File: src/hdl/rmq_pkg.sv
package rmq_pkg;

   localparam int DATA_WIDTH_DEF    = 16;
   localparam int FRACTION_BITS_DEF = 14;
   localparam int QUEUE_DEPTH       = 4;

   // quaternion component order on the result side
   typedef enum logic [1:0] {
      SLOT_X,
      SLOT_Y,
      SLOT_Z,
      SLOT_W
   } slot_type;

   typedef struct packed {
      logic full;
      logic empty;
   } qstat_type;

   // width of the clamped square-root argument, unsigned
   function automatic int arg_width(input int dw, input int fb);
      int wide;
      wide = (dw > fb + 1) ? dw : fb + 1;
      return wide + 2;
   endfunction

   // width of one queued item: root slot, argument, three signed terms
   function automatic int item_width(input int dw, input int fb);
      return 2 + arg_width(dw, fb) + 3 * (dw + 1);
   endfunction

endpackage

File: src/hdl/rmq_front.sv
module rmq_front import rmq_pkg::*; #(
   parameter int DW = DATA_WIDTH_DEF,
   parameter int FB = FRACTION_BITS_DEF
) (
   input  logic                                req_valid,
   output logic                                req_stall,
   input  logic signed [DW-1:0]                req_row0_col0,
   input  logic signed [DW-1:0]                req_row0_col1,
   input  logic signed [DW-1:0]                req_row0_col2,
   input  logic signed [DW-1:0]                req_row1_col0,
   input  logic signed [DW-1:0]                req_row1_col1,
   input  logic signed [DW-1:0]                req_row1_col2,
   input  logic signed [DW-1:0]                req_row2_col0,
   input  logic signed [DW-1:0]                req_row2_col1,
   input  logic signed [DW-1:0]                req_row2_col2,
   input  qstat_type                           q_stat,
   output logic                                q_push,
   output logic [item_width(DW, FB)-1:0]       q_item
);

   localparam int AW  = arg_width(DW, FB);
   localparam int EW  = AW + 1;
   localparam int DW1 = DW + 1;
   localparam logic signed [EW-1:0] ONE = EW'(1) << FB;

   logic signed [EW-1:0]  trace;
   logic signed [EW-1:0]  arg;
   logic [AW-1:0]         arg_clamped;
   logic signed [DW1-1:0] lane0, lane1, lane2;
   logic [1:0]            axis;
   slot_type              root;

   assign req_stall = q_stat.full;
   assign q_push    = req_valid && !q_stat.full;

   always_comb begin
      trace = EW'(req_row0_col0) + EW'(req_row1_col1) + EW'(req_row2_col2);
      axis  = 2'd0;
      if (req_row1_col1 > req_row0_col0) axis = 2'd1;
      if (req_row2_col2 > ((axis == 2'd1) ? req_row1_col1 : req_row0_col0)) axis = 2'd2;
      if (trace > 0) begin
         root  = SLOT_W;
         arg   = trace + ONE;
         lane0 = DW1'(req_row1_col2) - DW1'(req_row2_col1);
         lane1 = DW1'(req_row2_col0) - DW1'(req_row0_col2);
         lane2 = DW1'(req_row0_col1) - DW1'(req_row1_col0);
      end else begin
         // lanes hold the three unscaled terms in slot order, root slot skipped
         case (axis)
            2'd0: begin
               root  = SLOT_X;
               arg   = EW'(req_row0_col0) - EW'(req_row1_col1) - EW'(req_row2_col2) + ONE;
               lane0 = DW1'(req_row0_col1) + DW1'(req_row1_col0);
               lane1 = DW1'(req_row0_col2) + DW1'(req_row2_col0);
               lane2 = DW1'(req_row1_col2) - DW1'(req_row2_col1);
            end
            2'd1: begin
               root  = SLOT_Y;
               arg   = EW'(req_row1_col1) - EW'(req_row2_col2) - EW'(req_row0_col0) + ONE;
               lane0 = DW1'(req_row1_col0) + DW1'(req_row0_col1);
               lane1 = DW1'(req_row1_col2) + DW1'(req_row2_col1);
               lane2 = DW1'(req_row2_col0) - DW1'(req_row0_col2);
            end
            default: begin
               root  = SLOT_Z;
               arg   = EW'(req_row2_col2) - EW'(req_row0_col0) - EW'(req_row1_col1) + ONE;
               lane0 = DW1'(req_row2_col0) + DW1'(req_row0_col2);
               lane1 = DW1'(req_row2_col1) + DW1'(req_row1_col2);
               lane2 = DW1'(req_row0_col1) - DW1'(req_row1_col0);
            end
         endcase
      end
      arg_clamped = (arg < 0) ? '0 : arg[AW-1:0];
   end

   assign q_item = {root, arg_clamped, lane2, lane1, lane0};

endmodule

File: config.mk
export PLATFORM = sky130hd
export DESIGN_NAME = rmq_front
export DESIGN_NICKNAME = d
export VERILOG_FILES = /design/src/hdl/rmq_pkg.sv /design/src/hdl/rmq_front.sv
export SDC_FILE = /design/constraint.sdc
export NUM_CORES = 1
export LEC_CHECK = 0
export BUFFER_PORTS_ARGS = -buffer_cell sky130_fd_sc_hd__buf_2
export CORE_ASPECT_RATIO = 1.4
export CORE_MARGIN = 5
export CORE_UTILIZATION = 29
export DETAILED_ROUTE_END_ITERATION = 8
export PLACE_DENSITY = 0.56
export REMOVE_ABC_BUFFERS = 1
export SLEW_MARGIN = 20
export SYNTH_ARGS = -nofsm -noshare
export SYNTH_HDL_FRONTEND = slang
export SYNTH_SLANG_ARGS = --single-unit
File: constraint.sdc
create_clock -name vclk -period 8.55
set_input_delay 1.71 -clock vclk [all_inputs]
set_output_delay 1.71 -clock vclk [all_outputs]
set_load 0.01 [all_outputs]
After elaboration in Yosys (flattened, before gate mapping)
Index checks and enable logic that the tools add are counted.
W data, S select, Z words.
- input bits: 147
- memory bits (read-only): 0
- bits in latches: 0
- memories kept: 0
- logic and storage cells: 42
- bits in writable memories: 0
- bits in registers: 0
- output and inout bits: 73
- mux-type cells: 14
- shifts and indexed selects: 0
- $lt $le $gt $ge: 4
- multipliers: 0
- div/mod/pow operators: 0
- equal/unequal tests: 2
- $add $sub $neg: 18
- bitwise gates (word level): 0
- reduce and logical (&&, ||, !) cells: 4
- operators by type and width (cell ; count):
    $sub A16 B16 Y17 ; 6
    $mux W17 ; 5
    $add A18 B16 Y19 const B ; 4
    $add A16 B16 Y17 ; 4
    $sub A17 B16 Y18 ; 3
    $pmux W19 S2 ; 1
    $pmux W17 S2 ; 1
    $gt A16 B16 Y1 ; 2
    $lt A19 B1 Y1 const B ; 1
    $mux W19 ; 1
    $add A17 B16 Y18 ; 1
    $gt A18 B1 Y1 const B ; 1
    $mux W18 ; 1
    $mux W16 ; 1
    $eq A2 B1 Y1 const B ; 2
    $mux W2 ; 2
    $pmux W2 S2 ; 1
    $logic_not A2 Y1 ; 1
    $reduce_or A2 Y1 ; 1
    $logic_and A1 B1 Y1 ; 1
    $logic_not A1 Y1 ; 1
    $mux W1 ; 1

Depth between registers and ports, before layout
- depth after elaboration: 11
- gate-level depth with buffers: 25
- mapped depth without buffers: 19

Least setup slack after synthesis
No wires, ideal clock.
- path type: input to output
- start point: input req_row0_col0[13]
- end point: output q_item[29]
- stages: 23
- slack: 0.228 ns
- required time: 6.840 ns
- data arrival time: 6.612 ns
- path buffers: 6
- path through: inv_1 > ha_1 > nor4b_1 > nand4_1 > a21oi_1 > nor4_1 > a221oi_2 > clkbuf_1 > clkbuf_1 > buf_1 > nor2_1 > a21oi_1 > ha_1 > a21o_1 > a211oi_1 > nand3_1 > o21a_1 > clkbuf_1 > nor2_1 > clkbuf_1 > clkbuf_1 > nor3_1 > nor3_1
- cells in the longest elaborated chain, start to end: 9
- elaborated cells between the ends (all ways): 12
- those cells by class: add/sub (2); order compare (3); eq/ne (1); mux (5); reduce/logical (1)
- ends and longest elaborated chain (what ; RTL line ; RTL):
    start, declared ; rmq_front.sv:7 ; input logic signed [DW-1:0] req_row0_col0,
    parallel branches: the longest is 8 deep, another holds $add A17 B16 Y18 ; -- ;
    $mux W17 * ; rmq_front.sv:41 ; if (trace > 0) begin
    end, declared ; rmq_front.sv:18 ; output logic [item_width(DW, FB)-1:0] q_item
Every way passes the cells marked *.

Worst setup path in the final report
- start point: input req_row0_col0[10]
- end point: output q_item[19]
The elaborated chain is that of the path after synthesis.

==> results.sh <==
export IMPL_run_status="finished, final reports clean"
export IMPL_seq_area_frac_synth=0
export IMPL_worstHoldPathType="in -> out"
export IMPL_crit_slowest_cell="fa_1"
export IMPL_yosys_warnings=0
export IMPL_syn_inst=1634
export IMPL_worstPathRequired_ns=6.84
export IMPL_dieArea_sq_um=45980
export IMPL_postSynthAreaPerCell_sq_um=7.407
export IMPL_rows=88
export IMPL_grt_pass1_vias=13000
export IMPL_drt_iter0_drc=532
export IMPL_synthTopCellsByArea="ha_1 26%, fa_1 12%, xnor2_1 6.5%, a21oi_1 6.3%, inv_1 5.9%"
export IMPL_detail_route_wl_per_cell_um=17.61
export IMPL_swShare=0.5768
export IMPL_seqPwrFrac=0
export IMPL_setup_viol=0
export IMPL_antenna_left=0
export IMPL_layout_common_cells="256 x ha_1, 219 x buf_2, 189 x inv_1"
export IMPL_final_net_count=2388
export IMPL_drv_slew=0
export IMPL_viasPerCell=5.077
export IMPL_ir_drop_uv=50.86
export IMPL_final_cell_count_no_fill=2453
export IMPL_routed_wl_um=43190
export IMPL_hold_violations=0
export IMPL_path_common_cell="buf_4"
export IMPL_end_kind="output pin"
export IMPL_startpoint_type="input port"
export IMPL_grt_pass1_wl_um=67030
export IMPL_vias=12450
export IMPL_remaining_drc_errors=0
export IMPL_crit_fanout=6
export IMPL_finish_utilization=0.3556
export IMPL_synth_largest_area_cell="ha_1"
export IMPL_drive_gt1_frac=0.1954
export IMPL_seq_cells=0
export IMPL_relSlewSlack=0.2892
export IMPL_ys_types=77
export IMPL_p_leak_nw=7.345
export IMPL_path_class="in -> out"
export IMPL_multi_input_area_sq_um=11240
export IMPL_drv_cap=0
export IMPL_synth_top_cell_area_share=0.2647
export IMPL_die_x_um=182.7
export IMPL_grt_usage=0.1790
export IMPL_p_int_mw=0.9069
export IMPL_combPwrFrac=1.000
export IMPL_io_pins=220
export IMPL_antenna_found_initial=3
export IMPL_switching_power_mw=1.236
export IMPL_grt_ovfl_total=0
export IMPL_cts_setup_buffers=0
export IMPL_path_cells="buf_2 -> buf_4 -> fa_1 -> ha_1 -> o21a_1 -> and3_1 -> nand3_1 -> a21oi_1 -> nor2_1 -> xnor2_1 -> inv_1 -> ha_1 -> nor4b_2 -> o211ai_1 -> nor4_2 -> buf_4 -> o2111ai_1 -> or4_4 -> and2_4 -> buf_4 -> a31o_1 -> a211o_1 -> buf_2"
export IMPL_cts_hold_buf=0
export IMPL_period_needed_ns=8.345
export IMPL_max_freq_mhz=119.8
export IMPL_pre_cts_slack_ns=0.009492
export IMPL_tns_ns=0
export IMPL_worstPathArrival_ns=6.63
export IMPL_start_util=0.2931
export IMPL_grt_max_degree=34
export IMPL_syn_to_final_growth_pct=21.33
export IMPL_die_h_um=251.7
export IMPL_min_delay_path_depth=2
export IMPL_fill_cells=4458
export IMPL_power_frac_clock=0
export IMPL_critPathMaxStageDelay_ns=0.58
export IMPL_power_density_nw_per_um2=145.9
export IMPL_clock_buffers=0
export IMPL_layout_commonest_cell="ha_1"
export IMPL_worst_slew_pin_slew_ns=1.039
export IMPL_seqCellArea_sq_um=0
export IMPL_place_inst=2449
export IMPL_dp_hpwl_um=38260
export IMPL_setup_ws_ns=0.2050
export IMPL_syn_cell_area_sq_um=12100
export IMPL_finalWeightedCongestion=0.9011
export IMPL_fin_crit_sh=0.9760
export IMPL_first_pass_iters=5
export IMPL_core_area_sq_um=41290
export IMPL_port_buffers=219
[synth_stat cells (12+ instances only)]
cell type,number
ha_1,256
o21a_1,16
xor2_1,26
o31ai_1,12
xnor2_1,90
o22ai_1,12
nor2_1,146
and3_1,12
o211ai_1,17
mux2i_1,32
inv_1,189
o21bai_1,19
nand3_1,20
a211oi_1,22
o21ai_0,95
nand2b_1,22
fa_1,74
a31oi_1,17
a21o_1,28
nor3_1,32
nor2b_1,28
clkbuf_1,46
a21oi_1,153
nand2_1,100
[metrics by stage]
step	power (mW)	area (sq um)	hold WS (ns)
detailed placement	2.118	14590	3.627
CTS	2.132	14600	3.626
global route	2.361	14680	3.642
floorplan	1.308	11860	3.420
finish	2.143	14680	3.622
global placement	2.098	14590	3.623
[path summary, 6_finish.rpt]
path               from          to  slack [ns]
max   req_row0_col0[10]  q_item[19]        0.21
min           q_stat[1]   req_stall        3.62
[power groups by stage]
stage / logic [mW] / clock network [mW] / registers, mW
3_5_place_dp: 2.12 / 0 / 0
5_1_grt: 2.36 / 0.0000000156 / 0
3_3_place_gp: 2.10 / 0 / 0
2_1_floorplan: 1.31 / 0 / 0
6_report: 2.14 / 0.0000000628 / 0
4_1_cts: 2.13 / 0 / 0
[critical path: cells and delay by family]
family | cells | cell delay, ns
AO/OA/AOI/OAI | 6 | 1.15
XOR/XNOR | 1 | 0.15
adder cells (fa/ha/maj) | 3 | 1.17
buffers and inverters | 6 | 0.79
AND/OR/NAND/NOR | 7 | 1.66
[logic make-up (layout without fill, tap and decap cells)]
group | Yosys count | in the layout | synth area share
xor gates and xnor gates | 116 | 116 | 0.08395
adders and majority gates | 330 | 330 | 0.3871
other | 0 | 4 | 0
muxes | 39 | 39 | 0.03298
buffers and inverters | 249 | 524 | 0.07909
and+or+nand+nor | 429 | 429 | 0.1699
AOI/OAI and AO/OA | 471 | 471 | 0.2471
[final cells by class]
| class | instances | area share |
|---|---|---|
| antenna | 4 | 0.0006817 |
| inverter | 189 | 0.04831 |
| multi-input combinational | 1385 | 0.7654 |
| tap | 540 | 0.04601 |
| timing repair buffer | 335 | 0.1396 |
[metal layers]
metal / global-route usage / vias to the layer above / wire length (um)
li1: - / 6237 / -
met1: 0.1925 / 5795 / 16320
met2: 0.3575 / 331 / 23210
met3: 0.01500 / 90 / 1661
met4: 0.06479 / 0 / 1994
met5: 0 / - / 0
[timing repair]
action,4_1_cts,5_1_grt
setup endpoints to repair,3,68
endpoints found under the hold margin,0,0
pin swaps,0,0
cloned,0,0
gates resized for setup,2,18
Note: power is estimated with default switching activity, not from simulation.
