**src/hdl/rmq_pkg.sv**
```systemverilog
package rmq_pkg;

   localparam int DATA_WIDTH_DEF    = 16;
   localparam int FRACTION_BITS_DEF = 14;
   localparam int QUEUE_DEPTH       = 4;

   // quaternion component order on the result side
   typedef enum logic [1:0] {
      SLOT_X,
      SLOT_Y,
      SLOT_Z,
      SLOT_W
   } slot_type;

   typedef struct packed {
      logic full;
      logic empty;
   } qstat_type;

   // width of the clamped square-root argument, unsigned
   function automatic int arg_width(input int dw, input int fb);
      int wide;
      wide = (dw > fb + 1) ? dw : fb + 1;
      return wide + 2;
   endfunction

   // width of one queued item: root slot, argument, three signed terms
   function automatic int item_width(input int dw, input int fb);
      return 2 + arg_width(dw, fb) + 3 * (dw + 1);
   endfunction

endpackage

```
**src/hdl/rmq_queue.sv**
```systemverilog
module rmq_queue import rmq_pkg::*; #(
   parameter int WIDTH = 8
) (
   input  logic             clock,
   input  logic             reset,
   input  logic             push,
   input  logic [WIDTH-1:0] push_data,
   input  logic             pop,
   output qstat_type        stat,
   output logic [WIDTH-1:0] head
);

   localparam int PW = $clog2(QUEUE_DEPTH);
   localparam int CW = $clog2(QUEUE_DEPTH + 1);

   logic [WIDTH-1:0] mem_ff [QUEUE_DEPTH];
   logic [PW-1:0]    wr_ff, wr_in, rd_ff, rd_in;
   logic [CW-1:0]    count_ff, count_in;
   logic             do_pop;

   assign stat.full  = (count_ff == CW'(QUEUE_DEPTH));
   assign stat.empty = (count_ff == '0);
   assign do_pop     = pop && !stat.empty;
   assign head       = mem_ff[rd_ff];

   always_comb begin
      wr_in    = push ? PW'(wr_ff + 1'b1) : wr_ff;
      rd_in    = do_pop ? PW'(rd_ff + 1'b1) : rd_ff;
      count_in = count_ff;
      if (push && !do_pop) count_in = CW'(count_ff + 1'b1);
      if (!push && do_pop) count_in = CW'(count_ff - 1'b1);
   end

   always_ff @(posedge clock) begin
      if (reset) begin
         wr_ff    <= '0;
         rd_ff    <= '0;
         count_ff <= '0;
      end else begin
         wr_ff    <= wr_in;
         rd_ff    <= rd_in;
         count_ff <= count_in;
      end
   end

   always_ff @(posedge clock) begin
      if (push) mem_ff[wr_ff] <= push_data;
   end

   a_count_bound: assert property (@(posedge clock) disable iff (reset)
      count_ff <= CW'(QUEUE_DEPTH)) else $error("queue count overrun");

   a_ptr_track: assert property (@(posedge clock) disable iff (reset)
      PW'(wr_ff - rd_ff) == PW'(count_ff)) else $error("queue pointers out of step");

   a_push_grows: assert property (@(posedge clock) disable iff (reset)
      (push && !do_pop) |=> count_ff == CW'($past(count_ff) + 1'b1))
      else $error("queue push lost");

endmodule

```
**config.mk**
```make
export PLATFORM = sky130hd
export DESIGN_NAME = rmq_queue
export DESIGN_NICKNAME = d
export VERILOG_FILES = /design/src/hdl/rmq_pkg.sv /design/src/hdl/rmq_queue.sv
export SDC_FILE = /design/constraint.sdc
export NUM_CORES = 1
export LEC_CHECK = 0
export BUFFER_PORTS_ARGS = -buffer_cell sky130_fd_sc_hd__buf_2
export CAP_MARGIN = 20
export CORE_AREA = 2 2 88 82
export CTS_CLUSTER_SIZE = 24
export DETAILED_ROUTE_END_ITERATION = 10
export DIE_AREA = 0 0 90 84
export HOLD_SLACK_MARGIN = 0.05
export SYNTH_ARGS = -nofsm -noshare
export SYNTH_HDL_FRONTEND = slang
export SYNTH_SLANG_ARGS = --single-unit
```
**constraint.sdc**
```tcl
create_clock -name clock -period 2.9 [get_ports clock]
set_clock_uncertainty 0.05 [all_clocks]
set_input_delay 0.145 -clock clock [delete_from_list [all_inputs] [get_ports clock]]
set_output_delay 0.145 -clock clock [all_outputs]
set_load 0.005 [all_outputs]
```
## Word-level counts from Yosys, hierarchy flattened

Memory sizes are Yosys's and may differ from the RTL's. A register that Yosys moved wholly into a read port is not among the register bits.
Index checks and enable logic that the tools add are counted.

- Memories: 1
- Word-level logic and storage cells: 23
- Flip-flop bits (word level): 7
- Bits in latches: 0
- Output and inout port bits: 10
- Input port bits: 12
- Bits in writable memories: 32
- Bits in read-only memories: 0

Memories:

| memory | depth | width | read ports | clocked after Yosys merged registers in | wr ports | RTL line | source |
|---|---|---|---|---|---|---|---|
| mem_ff | 4 | 8 | 1 | 1 | 1 | rmq_queue.sv:16 | `logic [WIDTH-1:0] mem_ff [QUEUE_DEPTH];` |

- Shift-type cells: 0
- Multipliers: 0
- Multiplexer cells: 6
- $lt $le $gt $ge: 0
- Div/mod/pow operators: 0
- Reduce and logical (&&, ||, !) cells: 8
- Add/subtract/negate cells: 4
- Equal/unequal tests: 1
- Bitwise gates (word level): 0

Operators by type and width:

| cell | number |
|---|---|
| $mux W3 | 2 |
| $add A2 B1 Y2 const B | 2 |
| $mux W2 | 2 |
| $add A3 B1 Y3 const B | 1 |
| $eq A3 B3 Y1 const B | 1 |
| $logic_and A1 B1 Y1 | 3 |
| $logic_not A1 Y1 | 3 |
| $logic_not A3 Y1 | 1 |
| $sub A3 B1 Y3 const B | 1 |
| $mux W1 | 2 |
| $reduce_bool A2 Y1 | 1 |

## Longest topological paths before layout

Gate-level depths: netlist of run 1.

- Depth in word-level cells: 7
- Depth in mapped cells: 8
- Mapped depth without buffers: 8

## Worst setup path after synthesis of run 1

No wires, ideal clock.

- Path kind: register to register
- Start point: register count_ff[0]
- End point: register count_ff[2]
- Data required time: 2.780 ns
- Arrival time: 1.675 ns
- Library setup time: 0.070 ns
- Clock period less this slack: 1.795 ns
- Setup slack: 1.105 ns
- Path buffers: 0
- Cell stages (with the launch flop): 9
- Cells stage by stage: dfxtp_1 > o31ai_1 > inv_1 > ha_1 > inv_1 > fa_1 > xor2_1 > or3_1 > a21oi_1

- Longest elaborated chain between the ends: 6
- Elaborated cells on any way between the ends: 11
- Classes of those cells: 2 x add/sub; 2 x mux; 7 x reduce/logical

RTL lines:

| item | RTL line | source |
|---|---|---|
| start: declaration | rmq_queue.sv:18 | `logic [CW-1:0] count_ff, count_in;` |
| start signal: assignment | rmq_queue.sv:42 | `count_ff <= count_in;` |
| $logic_not A3 Y1 * | rmq_queue.sv:22 | `assign stat.empty = (count_ff == '0);` |
| $logic_not A1 Y1 * | rmq_queue.sv:23 | `assign do_pop = pop && !stat.empty;` |
| $logic_and A1 B1 Y1 * | rmq_queue.sv:23 |  |
| named net do_pop | rmq_queue.sv:19 | `logic do_pop;` |
| $logic_not A1 Y1 | rmq_queue.sv:30 | `if (push && !do_pop) count_in = CW'(count_ff + 1'b1);` |
| $logic_and A1 B1 Y1 | rmq_queue.sv:30 |  |
| $reduce_bool A2 Y1 (no line) | -- |  |

The timed path passes the listed nets; every way through them passes the cells marked *. The select of a mux whose other input is x is not followed.
A chain may end at the register's enable or synchronous reset.

## Final worst setup path of run 1

- Start point: register count_ff[1]
- End point: register count_ff[2]

The elaborated chain is that of the path after synthesis.

==> run metrics, run 1 <==
outcome finished clean; top-area cell type share of the netlist area 59.8%; buffers added on ports 21; total detailed-routing wirelength 2940 um; multi-input logic area 424 um2; die width 90 um; Worst EP required 3.07 ns; setup repair after global routing missed its margin false; clock period minus worst slack 2.00 ns; Critical Path AT 2.17 ns; Pwr Density 710 nW/um2; slew margin rel. 62.1%; Layout Nets 143; period utilisation layout 69.0%; dominant cell type by area after synthesis edfxtp_1; worst skew pair latency 0.29 ns; gr ovfl total 0; worst-case vdd ir drop 0.309 mV; design area 1970 um2; io pins 22; H-tree depth reported by CTS 2; starting density of the core 23.8%; drt wl/cell 13.5 um; final hold slack 0.0787 ns; Syn Inst Count 92; f_max 500 MHz; synthesized cell area 1610 um2; Post-route DRC 0; Slew Viols, Final 0; Layout area overhead 22.8%; largest net degree at the start of global routing 13; Synth Warn # 0; row count 29; Die ar. 7560 um2; HPWL Detailed 2130 um; Endpoint, Worst Hold wr_ff[0]$_SDFFE_PP0P_; leakage power figure 0.695 nW; gp weighted congestion 0.672; layout cells sized above 1 28.8%; Die Ht 84 um; quantity of gates resized following cts 0; register area 1140 um2; hold path startpoint reset; syn_nets 110; number of global-route vias before repair 969; root buf cell clkbuf_8; n_diodes 0; Synth area leaders edfxtp_1 (60%), dfxtp_1 (11%), mux4_2 (11%); CTS max path bufs 2; Total GRT Usage 8.56%; Reg2Reg Launch Point count_ff[1]$_SDFFE_PP0P_; CTS tree yes; # Max-Cap Violations 0; Least-Margin Pin Slew 0.567 ns; Cell Area, Placed 1810 um2; Final setup viols 0; Hold Crit Class in2reg; Tot Pwr 0.00140 W; initial detailed-routing violation count 32; CTS clk-pin slew, worst paths 0.07 ns; routed vias/inst 4.01; FF-to-FF path depth 8; CTS buffer count 5; average size of a mapped cell 17.5 um2; number of nets with antenna violations after routing 0; hold path cells 2; number of antenna violations at the first check in global routing 0; worst-path maximum fanout 4; clock sinks 41; Core Region 6750 um2; first-pass GRT wire length 4810 um; CP Capture Type flip-flop; Worst R2R End count_ff[2]$_SDFFE_PP0P_; TNS Setup 0 ns; CP startpoint kind flip-flop; Post-Place Cells 203; Via Count 874; Reg2Reg Setup Slack 0.90 ns; Seq/Total Area, Yosys 71.0%; DRT Pass-1 Iters 4; filler cell count 693; Synth cell types 20; Final Hold Vio Count 0; Synth Register Bits 41; crit path kind reg2reg; Layout Cells excl Fill 218
==> through the flow <==
stage	utilization [%]	worst slack, ns
detailed placement	26.9	0.879
CTS	29.2	0.863
global route	29.2	0.771
floorplan	-	1.11
global placement	26.9	1.07
finish	29.2	0.900
==> repair_timing <==
| action | CTS | global route |
|---|---|---|
| hold buffers | 8 | 0 |
| setup buffers | 0 | 0 |
| setup endpoints to repair | 0 | 0 |
| hold endpoints to repair | 32 | 0 |
==> placed cells by master, fill, tap and decap left out, types with 2 or more instances in the layout <==
cell type,instances
a21oi_1,3
and2_1,4
buf_2,21
clkbuf_8,5
dfxtp_1,9
dlygate4sd3_1,8
edfxtp_1,32
ha_1,5
inv_1,7
mux4_2,8
nor2_1,7
o21ai_0,2
or3_1,2
xor2_1,3
==> worst max-delay path by stage <==
stage                                   startpoint                       end  slack, ns  depth (start not counted)
final                     count_ff[1]$_SDFFE_PP0P_  count_ff[2]$_SDFFE_PP0P_       0.90                          8
after floorplan           count_ff[0]$_SDFFE_PP0P_  count_ff[2]$_SDFFE_PP0P_       1.11                          8
after CTS                 count_ff[1]$_SDFFE_PP0P_  count_ff[2]$_SDFFE_PP0P_       0.86                          8
after global placement    count_ff[0]$_SDFFE_PP0P_  count_ff[2]$_SDFFE_PP0P_       1.07                          8
after global routing      count_ff[1]$_SDFFE_PP0P_  count_ff[2]$_SDFFE_PP0P_       0.77                          8
after detailed placement  count_ff[1]$_SDFFE_PP0P_  count_ff[2]$_SDFFE_PP0P_       0.88                          8
==> where the power goes <==
group	internal, W	switching (W)	leakage [nW]
registers	0.000689	0.0000638	0.368
logic	0.000165	0.000141	0.290
clock network	0.000161	0.000182	0.0377
total	0.00102	0.000387	0.695
==> synth_stat cells <==
cell      count
mux2i_1       1
edfxtp_1     32
and3_1        1
nand2_1       1
o31ai_1       1
o21ai_0       2
or3_1         2
a21oi_1       3
mux4_2        8
ha_1          5
buf_4         1
nor2_1        7
xor2_1        3
inv_1         7
clkbuf_1      2
and2_1        4
fa_1          1
dfxtp_1       9
nor3_2        1
xnor2_1       1
==> layout make-up <==
class | instances | area share, %
clock buffers | 5 | 3.49
clock inverters | 2 | 0.571
inverters | 7 | 1.33
multi-input cells | 41 | 21.5
flip-flops and latches | 41 | 57.8
well taps | 93 | 5.90
repair buffers | 29 | 9.38
==> critical path, cell delays in order (launching register included) <==
cell and delay [ns]:
dfxtp_1 0.35, o31ai_1 0.42, inv_1 0.10, ha_1 0.22, inv_1 0.08, fa_1 0.18
xor2_1 0.07, or3_1 0.30, a21oi_1 0.15
==> kinds of logic after synthesis <==
family	share of synthesized area, %
AOI/OAI and AO/OA	2.02
xor gates and xnor gates	2.18
adders and majority gates	5.14
buffers and inverters	2.57
DFF	71.0
muxes	11.8
and+or+nand+nor	5.22
==> sequential cells by signal (all words and copies together), names as in the netlist, named ones only <==
| name | flops |
|---|---|
| wr_ff | 2 |
| rd_ff | 2 |
| count_ff | 3 |
| mem_ff | 32 |
==> layer usage <==
layer | wire (um) | global-route usage [%]
met5 | 0 | 0
met4 | 62 | 4.20
met3 | 154 | 3.43
met2 | 1480 | 15.0
met1 | 1240 | 8.89
Note: power is estimated with default switching activity, not from simulation.
==> inputs of run 2 (changes only) <==
clock period = 1.7 ns   (was 2.9 ns; I/O delays follow)
==> run 2 against run 1 <==
Compared with the run above:
- the run now ends with negative setup slack left
- clock-buffer cell count is the same
- first-iteration DRC count shrank 22%
- fmax grew 15%
- cell count grew 6.4%
- largest cell class unchanged
- highest routed layer unchanged
==> run metrics, run 2 (same netlist as run 1, synthesis figures left out) <==
Hold Crit Class in2reg; leakage power figure 0.774 nW; Layout Nets 156; met3 usage 2.80%; DRT Pass-1 Iters 4; GR Util met2 14.6%; Final Hold Vio Count 0; routed vias/inst 3.82; HPWL Detailed 1910 um; filler cell count 691; Pwr Density 1210 nW/um2; Largest regs mem_ff: 32 flops, count_ff: 3 flops; grt met1 use 8.75%; CP startpoint kind flip-flop; Via Count 887; setup repair after global routing missed its margin true; Post-route DRC 0; die width 90 um; Largest register FFs 32; total detailed-routing wirelength 2810 um; outcome finished with violations; CTS buffer count 5; CTS clk-pin slew, worst paths 0.07 ns; Layout area overhead 32.2%; worst path bufs/invs 2; buffers added on ports 21; Cell Area, Placed 1870 um2; crit path from count_ff[1]$_SDFFE_PP0P_; CTS max path bufs 2; number of nets with antenna violations after routing 0; Least-Margin Pin Slew 0.445 ns; drt wl/cell 12.1 um; crit path kind reg2reg; gr ovfl total 0; worst path cell trace o31ai_4 > inv_1 > ha_2 > inv_2 > fa_2 > xor2_1 > or3_1 > a21oi_1; Reg2Reg Launch Point count_ff[1]$_SDFFE_PP0P_; n_diodes 0; Final setup viols 1; CP max stage delay 0.35 ns; CP Capture Type flip-flop; layout cells sized above 1 40.3%; Total GRT Usage 8.19%; post-route setup slack -0.0371 ns; gp weighted congestion 0.745; crit path max-delay cell type dfxtp_2; io pins 22; clock period minus worst slack 1.74 ns; number of antenna violations at the first check in global routing 0; # Max-Cap Violations 0; H-tree depth reported by CTS 2; slew margin rel. 70.4%; Slew Viols, Final 0; initial detailed-routing violation count 25; commonest cells after routing, fill and taps aside edfxtp_1 (32), buf_2 (21), dlygate4sd3_1 (12), buf_4 (9), mux4_2 (8); Most flops, register mem_ff; Core Region 6750 um2; Critical Path AT 1.90 ns; design area 2120 um2; GR peak layer met2; Die ar. 7560 um2; most common cell after layout, fill and taps aside edfxtp_1; first-pass GRT wire length 4650 um; DP Worst Slack -0.0359 ns; f_max 576 MHz; Die Ht 84 um; Crit path max-delay family adder cells; starting density of the core 23.8%; number of global-route vias before repair 1,013; CTS tree yes; worst-case vdd ir drop 0.485 mV; hold path startpoint pop; worst-path maximum fanout 2; root buf cell clkbuf_8; Worst EP required 1.87 ns; period utilisation layout 102%; row count 29; clock sinks 41; worst skew pair latency 0.28 ns; largest net degree at the start of global routing 14; violated checks negative setup slack
==> run 2: through the flow <==
step | power, W | hold slack, ns | setup TNS [ns] | instances | utilization [%]
6_report | 0.00257 | 0.159 | -0.0371 | 232 | 31.5
5_1_grt | 0.00273 | 0.175 | -0.263 | 232 | 31.5
4_1_cts | 0.00260 | 0.00343 | -0.0558 | 230 | 31.0
3_5_place_dp | 0.00191 | 0.254 | -0.0502 | 209 | 27.7
3_3_place_gp | 0.00187 | 0.250 | 0 | 209 | 27.7
2_1_floorplan | 0.00165 | 0.134 | 0 | 92 | -
==> run 2: layer usage <==
layer,up-vias,part of all wire (%)
met2,26,52
met5,-,0
met3,6,4.3
met4,0,1.7
met1,426,42
li1,429,-
==> run 2: worst paths after layout <==
check	slack [ns]	cells after the start	endpoint
setup reg to reg	-0.04	8	count_ff[2]$_SDFFE_PP0P_
setup / recovery	-0.04	8	count_ff[2]$_SDFFE_PP0P_
hold / removal	0.16	4	flip-flop
hold reg to reg	0.44	2	flip-flop
==> run 2: layout make-up <==
cell class | instances | area (um2) | area share [%]
flip-flops and latches | 41 | 1150 | 54.2
clock buffers | 5 | 68.8 | 3.24
well taps | 93 | 116 | 5.48
multi-input cells | 41 | 450 | 21.2
clock inverters | 3 | 17.5 | 0.824
inverters | 7 | 26.3 | 1.24
repair buffers | 42 | 293 | 13.8
==> run 2: power by group <==
group          total (W)  internal (W)  switching [W]
Clock           0.000606      0.000284       0.000323
Sequential       0.00124       0.00118      0.0000581
Combinational   0.000729      0.000403       0.000326
Total            0.00257       0.00187       0.000707
==> run 2: timing repair <==
| item | 4_1_cts | 5_1_grt |
|---|---|---|
| pin swaps | 2 | 0 |
| endpoints found under the hold margin | 41 | 5 |
| gates cloned | 0 | 0 |
| gates resized for setup | 2 | 5 |
| setup endpoints to repair | 2 | 5 |
| hold buffers | 12 | 1 |
| setup buffers | 1 | 2 |
==> run 2: tightest hold or removal path, stage by stage <==
cell and delay, ns:
buf_2 0.13, nand2_1 0.07, or3_1 0.09, a21oi_1 0.07
==> inputs of run 3 (changes only) <==
ABC_AREA = 1   (was not set)
CORE_AREA = 2 2 90 83   (was 2 2 88 82)
DIE_AREA = 0 0 92 85   (was 0 0 90 84)
SLEW_MARGIN = 15   (was not set)
==> run 3 against run 2 <==
Compared with the run above:
- the flow now finishes without violations
- final area grew 0.35%
- total power shrank 1.3%
- register-to-register slack gained 0.18 ns
- sequential share of layout area shrank 0.66 points
- fmax grew 11%
- critical path type unchanged
==> run metrics, run 3 <==
outcome finished clean; CTS buffer count 5; HPWL Detailed 2090 um; Largest register FFs 32; drt wl/cell 11.0 um; # Max-Cap Violations 0; die width 92 um; CTS tree yes; most common cell after layout, fill and taps aside edfxtp_1; setup repair after global routing missed its margin false; Reg2Reg Setup Slack 0.14 ns; Total GRT Usage 8.36%; Post-synth EDFFs 32; worst skew pair latency 0.29 ns; clock period minus worst slack 1.56 ns; leakage power figure 0.839 nW; f_max 641 MHz; Clock power frac 29.8%; Via Count 1,106; Synth cell types 17; P_sw 0.000686 W; Most used DFF post-synth edfxtp_1; average size of a mapped cell 11.7 um2; CTS max path bufs 2; Post-synth ARST share 0%; Final Hold Vio Count 0; Synth Warn # 0; layout cells sized above 1 25.0%; TNS Setup 0 ns; final hold slack 0.0716 ns; gp weighted congestion 0.770; most frequent cell after synthesis edfxtp_1; most common cell type on the critical path nand2_2; syn_nets 161; switching share of total power 27.0%; worst path cell trace nor2_1 > nand2_2 > nand2_2 > inv_2 > ha_4 > inv_1 > fa_2 > a21oi_1; commonest cells after routing, fill and taps aside edfxtp_1 (32), buf_2 (21), nor2_1 (20), inv_1 (17), o21ai_0 (16); first-pass GRT wire length 4910 um; Layout Cells excl Fill 277; DRT Pass-1 Iters 4; Die Ht 85 um; Post-Place Cells 260; largest net degree at the start of global routing 17; crit path max-delay cell type fa_2; starting density of the core 24.2%; Worst EP required 1.87 ns; clock sinks 41; combinational share of power 22.8%; synth cell count leaders edfxtp_1 (32), nor2_1 (20), inv_1 (19); Slew Viols, Final 0; CP startpoint kind flip-flop; CTS clk-pin slew, worst paths 0.07 ns; Seq/Total Area, Yosys 68.4%; Synth Register Bits 41; Final setup viols 0; routed vias/inst 3.99; synthesized cell area 1670 um2; total detailed-routing wirelength 3040 um; Core Util, Final 30.9%; row count 29; Syn Inst Count 143; sequential power share 47.4%; Layout area overhead 27.8%; Synth area leaders edfxtp_1 (58%), dfxtp_1 (11%), o21ai_0 (4.8%); number of global-route vias before repair 1,035; buffers added on ports 21; root buf cell clkbuf_8; CP Capture Type flip-flop; n_diodes 0; Core Region 6890 um2; CP max stage delay 0.43 ns; dominant cell type by area after synthesis edfxtp_1; Least-Margin Pin Slew 0.387 ns; Pint 0.00185 W; period utilisation layout 91.7%; H-tree depth reported by CTS 2; Pwr Density 1190 nW/um2; crit path kind reg2reg; gr ovfl total 0; initial detailed-routing violation count 36; Die ar. 7820 um2; filler cell count 712; number of antenna violations at the first check in global routing 0; worst-path maximum fanout 2; Critical Path AT 1.73 ns; top-area cell type share of the netlist area 57.6%; number of nets with antenna violations after routing 0; Hold Crit Class in2reg; slew margin rel. 74.2%; Most flops, register mem_ff; worst-case vdd ir drop 0.493 mV; Layout Nets 201; Post-route DRC 0; Largest regs mem_ff: 32 flops, count_ff: 3 flops; io pins 22
[run 3: kinds of logic (layout without fill, tap and decap cells)]
logic type	count (synthesis)	after routing	synth area share, %
flops	41	41	68.4
simple gates	41	41	9.83
compound gates	33	33	11.0
buf+inv	22	63	5.85
fa+ha+maj	6	6	4.95
[run 3: layout make-up]
class / instances / area (um2) / share of cell area [%]
clock inverters: 2 / 38.8 / 1.82
multi-input cells: 80 / 454 / 21.3
flip-flops and latches: 41 / 1140 / 53.6
repair buffers: 35 / 233 / 10.9
well taps: 93 / 116 / 5.46
inverters: 20 / 75.1 / 3.52
clock buffers: 6 / 72.6 / 3.40
[run 3: path summary, 6_finish.rpt]
path                                    to                     start  depth (start not counted)
setup / recovery  count_ff[1]$_SDFFE_PP0P_  count_ff[1]$_SDFFE_PP0P_                          8
hold / removal       rd_ff[1]$_SDFFE_PP0P_                       pop                          3
setup reg to reg  count_ff[1]$_SDFFE_PP0P_  count_ff[1]$_SDFFE_PP0P_                          8
hold reg to reg      rd_ff[1]$_SDFFE_PP0P_     rd_ff[1]$_SDFFE_PP0P_                          2
[run 3: power groups by stage]
| stage | registers, W | clock network (W) | logic [W] |
|---|---|---|---|
| 6_report | 0.00120 | 0.000757 | 0.000579 |
| 3_3_place_gp | 0.00122 | 0 | 0.000535 |
| 4_1_cts | 0.00120 | 0.000778 | 0.000560 |
| 3_5_place_dp | 0.00123 | 0 | 0.000543 |
| 5_1_grt | 0.00121 | 0.000827 | 0.000671 |
| 2_1_floorplan | 0.00122 | 0 | 0.000332 |
[run 3: layer usage]
layer | part of all wire, % | track usage (%)
met5 | 0 | 0
met4 | 1.7 | 4.48
met3 | 3.9 | 2.58
met2 | 49 | 13.7
met1 | 45 | 9.86
[run 3: what timing repair did]
| action | in CTS | in global routing |
|---|---|---|
| hold buffers | 9 | 0 |
| buffers inserted | 0 | 0 |
| endpoints found under the setup margin | 0 | 4 |
| resized for setup | 0 | 9 |
| endpoints found under the hold margin | 34 | 0 |
[run 3: stage by stage]
| stage | power [W] | worst slack (ns) | area, um2 |
|---|---|---|---|
| final | 0.00254 | 0.140 | 2130 |
| after global routing | 0.00271 | 0.0205 | 2130 |
| after CTS | 0.00254 | 0.00851 | 2110 |
| after detailed placement | 0.00177 | 0.0212 | 1900 |
| after global placement | 0.00176 | 0.0720 | 1900 |
| after floorplan | 0.00155 | 0.0655 | 1670 |
[run 3: critical path: cells and delay by family, from the launching register on]
family	cells	cell delay (ns)
adders and majority gates	2	0.58
buffers and inverters	2	0.13
and+or+nand+nor	3	0.26
AOI/OAI and AO/OA	1	0.16
DFF	1	0.31
